<file path="src/design/iflt_pkg.sv">
// shared constants and control types for the in-flight request latency table
package iflt_pkg;

  localparam int MAX_CPUS        = 8;
  localparam int SLOTS_PER_TABLE = 64;
  localparam int QUEUE_TYPES     = 3;
  localparam int TOTAL_SLOTS     = MAX_CPUS * QUEUE_TYPES * SLOTS_PER_TABLE;
  localparam int ADDR_W          = $clog2(TOTAL_SLOTS);
  localparam int SLOT_W          = (SLOTS_PER_TABLE > 2) ? $clog2(SLOTS_PER_TABLE) : 1;

  localparam logic [2:0] ST_OK         = 3'd0;
  localparam logic [2:0] ST_FULL       = 3'd1;
  localparam logic [2:0] ST_NOT_FOUND  = 3'd2;
  localparam logic [2:0] ST_ZERO_START = 3'd3;
  localparam logic [2:0] ST_BAD_CPU    = 3'd4;
  localparam logic [2:0] ST_BAD_TYPE   = 3'd5;
  localparam logic [2:0] ST_ZERO_ID    = 3'd6;

  localparam logic [3:0] ACTIVE_CPUS_RST = 4'd8;

  typedef struct packed {
    logic clr_en;
    logic cap_en;
    logic check;
    logic scan_en;
    logic resp;
  } iflt_cmd_t;

  typedef struct packed {
    logic clr_last;
    logic rej;
    logic scan_done;
  } iflt_stat_t;

endpackage

</file>
<file path="src/design/iflt_ctrl.sv">
// controller state machine: clear pass, capture, check, scan, respond
module iflt_ctrl
  import iflt_pkg::*;
(
  input  logic       clk,
  input  logic       rst_n,
  input  logic       start,
  input  iflt_stat_t stat,
  output iflt_cmd_t  cmd,
  output logic       busy,
  output logic       out_valid
);

  typedef enum logic [4:0] {
    S_CLEAR = 5'b00001,
    S_IDLE  = 5'b00010,
    S_CHECK = 5'b00100,
    S_SCAN  = 5'b01000,
    S_RESP  = 5'b10000
  } state_t;

  state_t state_r;
  state_t state_nxt;

  always_comb begin
    state_nxt = state_r;
    unique case (state_r)
      S_CLEAR: if (stat.clr_last) state_nxt = S_IDLE;
      S_IDLE:  if (start) state_nxt = S_CHECK;
      S_CHECK: state_nxt = stat.rej ? S_RESP : S_SCAN;
      S_SCAN:  if (stat.scan_done) state_nxt = S_RESP;
      S_RESP:  state_nxt = S_IDLE;
      default: state_nxt = S_CLEAR;
    endcase
  end

  always_ff @(posedge clk) begin
    if (!rst_n) begin
      state_r <= S_CLEAR;
    end else begin
      state_r <= state_nxt;
    end
  end

  assign cmd.clr_en  = (state_r == S_CLEAR);
  assign cmd.cap_en  = (state_r == S_IDLE) && start;
  assign cmd.check   = (state_r == S_CHECK);
  assign cmd.scan_en = (state_r == S_SCAN);
  assign cmd.resp    = (state_r == S_RESP);
  assign busy        = (state_r != S_IDLE);
  assign out_valid   = (state_r == S_RESP);

endmodule

</file>
<file path="config.mk">
export PLATFORM = sky130hd
export DESIGN_NAME = iflt_ctrl
export DESIGN_NICKNAME = d
export VERILOG_FILES = /design/src/design/iflt_pkg.sv /design/src/design/iflt_ctrl.sv
export SDC_FILE = /design/constraint.sdc
export NUM_CORES = 1
export LEC_CHECK = 0
export BUFFER_PORTS_ARGS = -buffer_cell sky130_fd_sc_hd__buf_2
export CELL_PAD_IN_SITES_DETAIL_PLACEMENT = 1
export CELL_PAD_IN_SITES_GLOBAL_PLACEMENT = 1
export CORE_AREA = 10 10 47 49
export DETAILED_ROUTE_END_ITERATION = 8
export DIE_AREA = 0 0 57 59
export GPL_ROUTABILITY_DRIVEN = 0
export HOLD_SLACK_MARGIN = 0.12
export PLACE_DENSITY = 0.63
export RECOVER_POWER = 100
export SETUP_SLACK_MARGIN = 0.1
export SLEW_MARGIN = 20
export SYNTH_ARGS = -nofsm -noshare
export SYNTH_HDL_FRONTEND = slang
export SYNTH_SLANG_ARGS = --single-unit
</file>
<file path="constraint.sdc">
create_clock -name clk -period 2.72 [get_ports clk]
set_clock_uncertainty 0.05 [all_clocks]
set_input_delay 0.544 -clock clk [delete_from_list [all_inputs] [get_ports clk]]
set_output_delay 0.544 -clock clk [all_outputs]
set_load 0.01 [all_outputs]
</file>
**Word level (Yosys, flattened, before mapping)**

Cells that the tools add are included.

- Equality and inequality tests: 9
- Multiplexer cells: 5
- Reductions and logical operators: 2

Operator list:

| cell | number |
|---|---|
| case mux 5 bit (5 select lines) | 1 |
| 2-to-1 mux 5 bit | 4 |
| != test 2 bit, second input constant | 3 |
| equality test 5 x 1 -> 1 bit, second input constant | 1 |
| equality test 5 x 2 -> 1 bit, second input constant | 1 |
| equality test 5 x 3 -> 1 bit, second input constant | 1 |
| equality test 5 x 4 -> 1 bit, second input constant | 1 |
| equality test 5 bit, second input constant | 1 |
| != test 5 x 2 -> 1 bit, second input constant | 1 |
| AND reduction 3 bit | 1 |
| logical AND 1 bit | 1 |

- Bits in registers: 5
- Input port bits: 6
- Output and inout port bits: 7
- Word-level logic and storage cells: 17

**Logic depth before layout (Yosys ltp)**

Gate-level depths: netlist of run 1.

- Depth in word-level cells: 3
- Depth in mapped cells: 4
- Mapped depth without buffers: 3

**Worst setup path after synthesis of run 1**

OpenSTA, ideal clock, no wires.

- Path kind: flip-flop to output port
- From: register state_r[4]
- To: output cmd[2] in the netlist's numbering
- Arrival time: 1.215 ns
- Data required time: 2.126 ns
- Slack: 0.911 ns
- Cell stages (with the launch flop): 5
- Path buffers: 1
- Path through: dfxtp_1 -> buf_6 -> or4b_1 -> or2_1 -> inv_1

RTL lines:

| element | RTL line | source |
|---|---|---|
| from (decl) | iflt_ctrl.sv:22 | `state_t state_r;` |
| from (signal assigned) | iflt_ctrl.sv:41 | `state_r <= state_nxt;` |
| to (decl) | iflt_ctrl.sv:9 | `output iflt_cmd_t cmd,` |

==> results_dict.tcl, run 1 <==
set metrics [dict create \
    ys_seq_area_share_pct 29.5 \
    io_pins 13 \
    grt_pass1_wl_um 1500 \
    postCtsHoldBufs 0 \
    synthDistinctLibCells 25 \
    antenna_cells 0 \
    routedWlPerCell_um 13.5 \
    die_area_mm2 0.00336 \
    rsz0062_at_grt "no" \
    cts-root-to-sink-buffers 2 \
    die_w_um 57 \
    drc 0 \
    crit_type "flip-flop to output port" \
    netlist_area_um2 339 \
    grt_antenna_before_repair 0 \
    vias_per_cell 5.00 \
    postCtsResizedCells 0 \
    io_buffers 12 \
    post_route_cells_drive_above_1_share_pct 20.8 \
    hold_viol_final 0 \
    power.leakage_nw 0.171 \
    synthToLayoutAreaGrowth_pct 17.0 \
    clk_latency_ns 0.24 \
    track_usage_pct 5.87 \
    design.core.area_mm2 0.00140 \
    peakVddDrop_mv 0.129 \
    worst_pin_slew_ns 0.573 \
    clk_pin_slew_ns 0.04 \
    run_status "finished clean" \
    grt_max_degree 13 \
    fin_setup_tns_ns 0 \
    cts-root-buf "clkbuf_4" \
    htreeDepth 1 \
    cts.sinks 5 \
    drt_wl_total_um 930 \
    ys_warn_count 0 \
    initial_utilization_pct 24.2 \
    nNetsFinal 60 \
    endpoint_kind "output port" \
    vias 345 \
    fp-row-count 14 \
    synthMuxAreaShare_pct 2.95 \
    layout_commonest_cell "clkbuf_1" \
    cts_tree "built" \
    largest_reg_flops 5 \
    finalMaxSlewViolations 0 \
    first_pass_iters 2 \
    crit_path_max_fanout 12 \
    synthSimpleGateAreaFrac_pct 36.9 \
    stdcell_count 69 \
    arrival_ns 1.61 \
    grt-ovfl-total 0 \
    synth_compound_area_share_pct 16.6 \
    period_minus_slack_ns 2.21 \
    synth_xor_area_share_pct 2.58 \
    cts_buffers 3 \
    cp.required_ns 2.13 \
    largest_register "state_r" \
    reg_top3 "state_r: 5 flops" \
    synth_top_family_by_area "simple AND/OR/NAND/NOR gates" \
    slew_headroom_pct 61.5 \
    syn_inst 41 \
    place_hpwl_um 737 \
    dieHeight_um 59 \
    setup_viol 0 \
    hp-class "primary input to flip-flop" \
    min_period_over_period_pct 81.2 \
    powerDensity_mw_per_mm2 576 \
    synthAdderAreaFrac_pct 0 \
    dp_cells 65 \
    drt_first_iter_violations 3 \
    startpoint_type "flip-flop" \
    grt_pass1_vias 372 \
    antenna_left 0 \
    final_cell_mix "clkbuf_1, buf_2, nor2_1, dfxtp_1" \
    avgSynthCellArea_um2 8.27 \
    fmax_mhz 453 \
    synth-seq-cells 5 \
    synth_nets 47 \
    maxCapViolCount 0 \
    postCtsSetupBuffers 0 \
]
[path summary, 6_finish.rpt]
path / to / start / cells after the start / slack, ns
hold reg to reg: state_r[1] / state_r[2] / 1 / 0.52
setup reg to reg: state_r[1] / state_r[0] / 3 / 0.97
hold / removal: state_r[2] / start / 3 / 0.51
setup / recovery: cmd[2] / state_r[3] / 4 / 0.51
[critical path, cell delays in order (launching register included)]
cell and delay (ns):
dfxtp_1 0.40, or4b_1 0.56, or2_0 0.23, inv_1 0.06, buf_2 0.12
[kinds of logic after synthesis]
group | after synthesis
and+or+nand+nor | 21
buffers and inverters | 7
AOI/OAI and AO/OA | 6
DFF | 5
xor gates and xnor gates | 1
muxes | 1
[synth_stat cells (all sizes together)]
cell / number / area, µm²
o211ai: 1 / 7.51
nand4b: 1 / 8.76
nand2: 1 / 3.75
or2: 1 / 6.26
a21oi: 1 / 8.76
nor2: 5 / 18.8
a31o: 1 / 8.76
clkbuf: 1 / 3.75
o21ai: 2 / 10.0
xor2: 1 / 8.76
nor4b: 1 / 8.76
nand3b: 1 / 7.51
nor3: 3 / 15.0
nor4: 1 / 6.26
mux2i: 1 / 10.0
or3: 1 / 6.26
o31ai: 1 / 21.3
dfxtp: 5 / 100
nand3: 1 / 5.00
buf: 3 / 23.8
and3: 3 / 18.8
or4b: 2 / 20.0
inv: 3 / 11.3
[metal layers]
| layer | up-vias | share of wire (%) | track usage (%) | wire [µm] |
|---|---|---|---|---|
| met3 | 4 | 2.8 | 1.50 | 26 |
| met4 | 0 | 4.6 | 8.05 | 43 |
| met5 | - | 0 | 0 | 0 |
| met2 | 11 | 46 | 8.84 | 424 |
| li1 | 173 | - | - | - |
| met1 | 157 | 47 | 5.69 | 436 |
[metrics by stage]
step                hold slack (ns)  instance area [µm²]  utilization, %  worst slack [ns]  total power [mW]
detailed placement            0.555                  392            27.9             0.764             0.153
global route                  0.532                  397            28.3             0.438             0.242
global placement              0.540                  392            27.9             0.769             0.153
floorplan                     0.498                  339               -             0.911             0.133
finish                        0.514                  397            28.3             0.512             0.229
CTS                           0.508                  418            29.8             0.499             0.242
[layout make-up]
type                       count  area (µm²)
inverter                       3        11.3
fill                         193        1000
timing repair buffer          12        52.6
clock buffer                   4        26.3
tap                           16        20.0
multi-input combinational     29         186
sequential                     5         100
[power by group]
| part | switching (mW) | leakage (nW) | internal [mW] |
|---|---|---|---|
| registers | 0.0138 | 0.0408 | 0.0800 |
| logic | 0.0267 | 0.115 | 0.0222 |
| clock network | 0.0304 | 0.0150 | 0.0555 |
| total | 0.0709 | 0.171 | 0.158 |
(Power assumes the default switching activity.)
==> run 2, diff against run 1 <==
- PLACE_DENSITY: 0.63 -> 0.66
- clock period: 2.72 -> 2 ns (I/O delays scaled with it)
==> results_dict.tcl, run 2 (synthesis results as in run 1) <==
set metrics [dict create \
    run_status "finished clean" \
    vias_per_cell 5.03 \
    cts_buffers 3 \
    maxCapViolCount 0 \
    routedWlPerCell_um 14.4 \
    cts-root-buf "clkbuf_4" \
    io_pins 13 \
    powerDensity_mw_per_mm2 726 \
    drt_first_iter_violations 1 \
    worstHoldStart "start" \
    htreeDepth 1 \
    period_minus_slack_ns 1.96 \
    die_area_mm2 0.00336 \
    arrival_ns 1.51 \
    die_w_um 57 \
    max_stage_delay_ns 0.52 \
    fmax_mhz 510 \
    endpoint_kind "output port" \
    hold_viol_final 0 \
    cp.buffers_inverters 2 \
    grt_max_degree 12 \
    cp.required_ns 1.55 \
    nNetsFinal 65 \
    worst_pin_slew_ns 0.397 \
    final_cell_mix "buf_2, nor2_1, clkbuf_1, buf_4" \
    setup_viol 0 \
    initial_utilization_pct 24.2 \
    grt-ovfl-total 0 \
    grt_antenna_before_repair 0 \
    clk_latency_ns 0.25 \
    cp-startpoint "state_r[0]" \
    hp-class "primary input to flip-flop" \
    fin_setup_tns_ns 0 \
    cp_slowest_cell "or4b_4" \
    drt_wl_total_um 1060 \
    design.core.area_mm2 0.00140 \
    grt_pass1_wl_um 1660 \
    crit_type "flip-flop to output port" \
    first_pass_iters 4 \
    track_usage_pct 6.44 \
    io_buffers 12 \
    slew_headroom_pct 73.3 \
    clk_pin_slew_ns 0.05 \
    cts-root-to-sink-buffers 2 \
    rsz0062_at_grt "yes" \
    cts.sinks 5 \
    grt_pass1_vias 359 \
    power.leakage_nw 0.207 \
    layout_commonest_cell "buf_2" \
    drc 0 \
    antenna_left 0 \
    startpoint_type "flip-flop" \
    largest_register "state_r" \
    crit_path_max_fanout 2 \
    postCtsHoldBufs 0 \
    synthToLayoutAreaGrowth_pct 34.3 \
    vias 372 \
    post_route_cells_drive_above_1_share_pct 39.7 \
    cts_tree "built" \
    path_cells "or4b_4, or2_1, inv_1, buf_6" \
    r2r_start "state_r[4]" \
    finalMaxSlewViolations 0 \
    fp-row-count 14 \
    dieHeight_um 59 \
    path_delay_family "simple AND/OR/NAND/NOR gates" \
    place_hpwl_um 778 \
    antenna_cells 0 \
    reg_top3 "state_r: 5 flops" \
    largest_reg_flops 5 \
    min_period_over_period_pct 98.1 \
    peakVddDrop_mv 0.217 \
    timing.hold.ws_ns 0.355 \
]
## run 2: worst paths after layout
kind / end / slack (ns) / cells after the start
worst max-delay path: cmd[2] / 0.04 / 4
worst min-delay path: state_r[2] / 0.35 / 3
worst max register to register: state_r[0] / 0.27 / 4
worst min register to register: state_r[1] / 0.53 / 2
## run 2: power by group
part / internal, mW / total (mW) / switching [mW] / leakage [nW]
Combinational: 0.0394 / 0.0870 / 0.0476 / 0.151
Clock: 0.0759 / 0.125 / 0.0487 / 0.0150
Sequential: 0.108 / 0.119 / 0.0111 / 0.0413
Total: 0.224 / 0.331 / 0.107 / 0.207
## run 2: through the flow
stage / cell area, µm² / instances / utilization [%] / setup WS (ns) / power (mW)
floorplan: 339 / 41 / - / 0.335 / 0.181
global placement: 414 / 68 / 29.6 / 0.240 / 0.212
detailed placement: 414 / 68 / 29.6 / 0.198 / 0.212
CTS: 444 / 72 / 31.7 / 0.0254 / 0.337
global route: 455 / 74 / 32.5 / -0.00845 / 0.362
finish: 455 / 74 / 32.5 / 0.0379 / 0.331
## run 2: routing by layer
metal  share of wire (%)  vias up  global-route usage [%]
met3                 4.5        0                    2.15
met4                   0        0                    7.05
li1                    -      179                       -
met5                   0        -                       0
met2                  51        9                    9.30
met1                  44      184                    6.89
## run 2: cell type report
| class | instances | area, µm² |
|---|---|---|
| Multi-Input combinational cell | 29 | 195 |
| Tap cell | 16 | 20.0 |
| Fill cell | 190 | 946 |
| Sequential cell | 5 | 105 |
| Clock buffer | 4 | 26.3 |
| Timing Repair Buffer | 17 | 97.6 |
| Inverter | 3 | 11.3 |
## run 2: repair_timing
| action | CTS | global route |
|---|---|---|
| pin swaps | 0 | 2 |
| setup endpoints to repair | 1 | 1 |
| buffers inserted | 0 | 2 |
| resized for setup | 2 | 4 |
| hold endpoints to repair | 0 | 0 |
## run 2: worst register-to-register path, delay by kind of cell (launching register included)
kind | cells | cell delay, ns
DFF | 1 | 0.31
and+or+nand+nor | 1 | 0.57
buffers and inverters | 1 | 0.21
AOI/OAI and AO/OA | 2 | 0.53
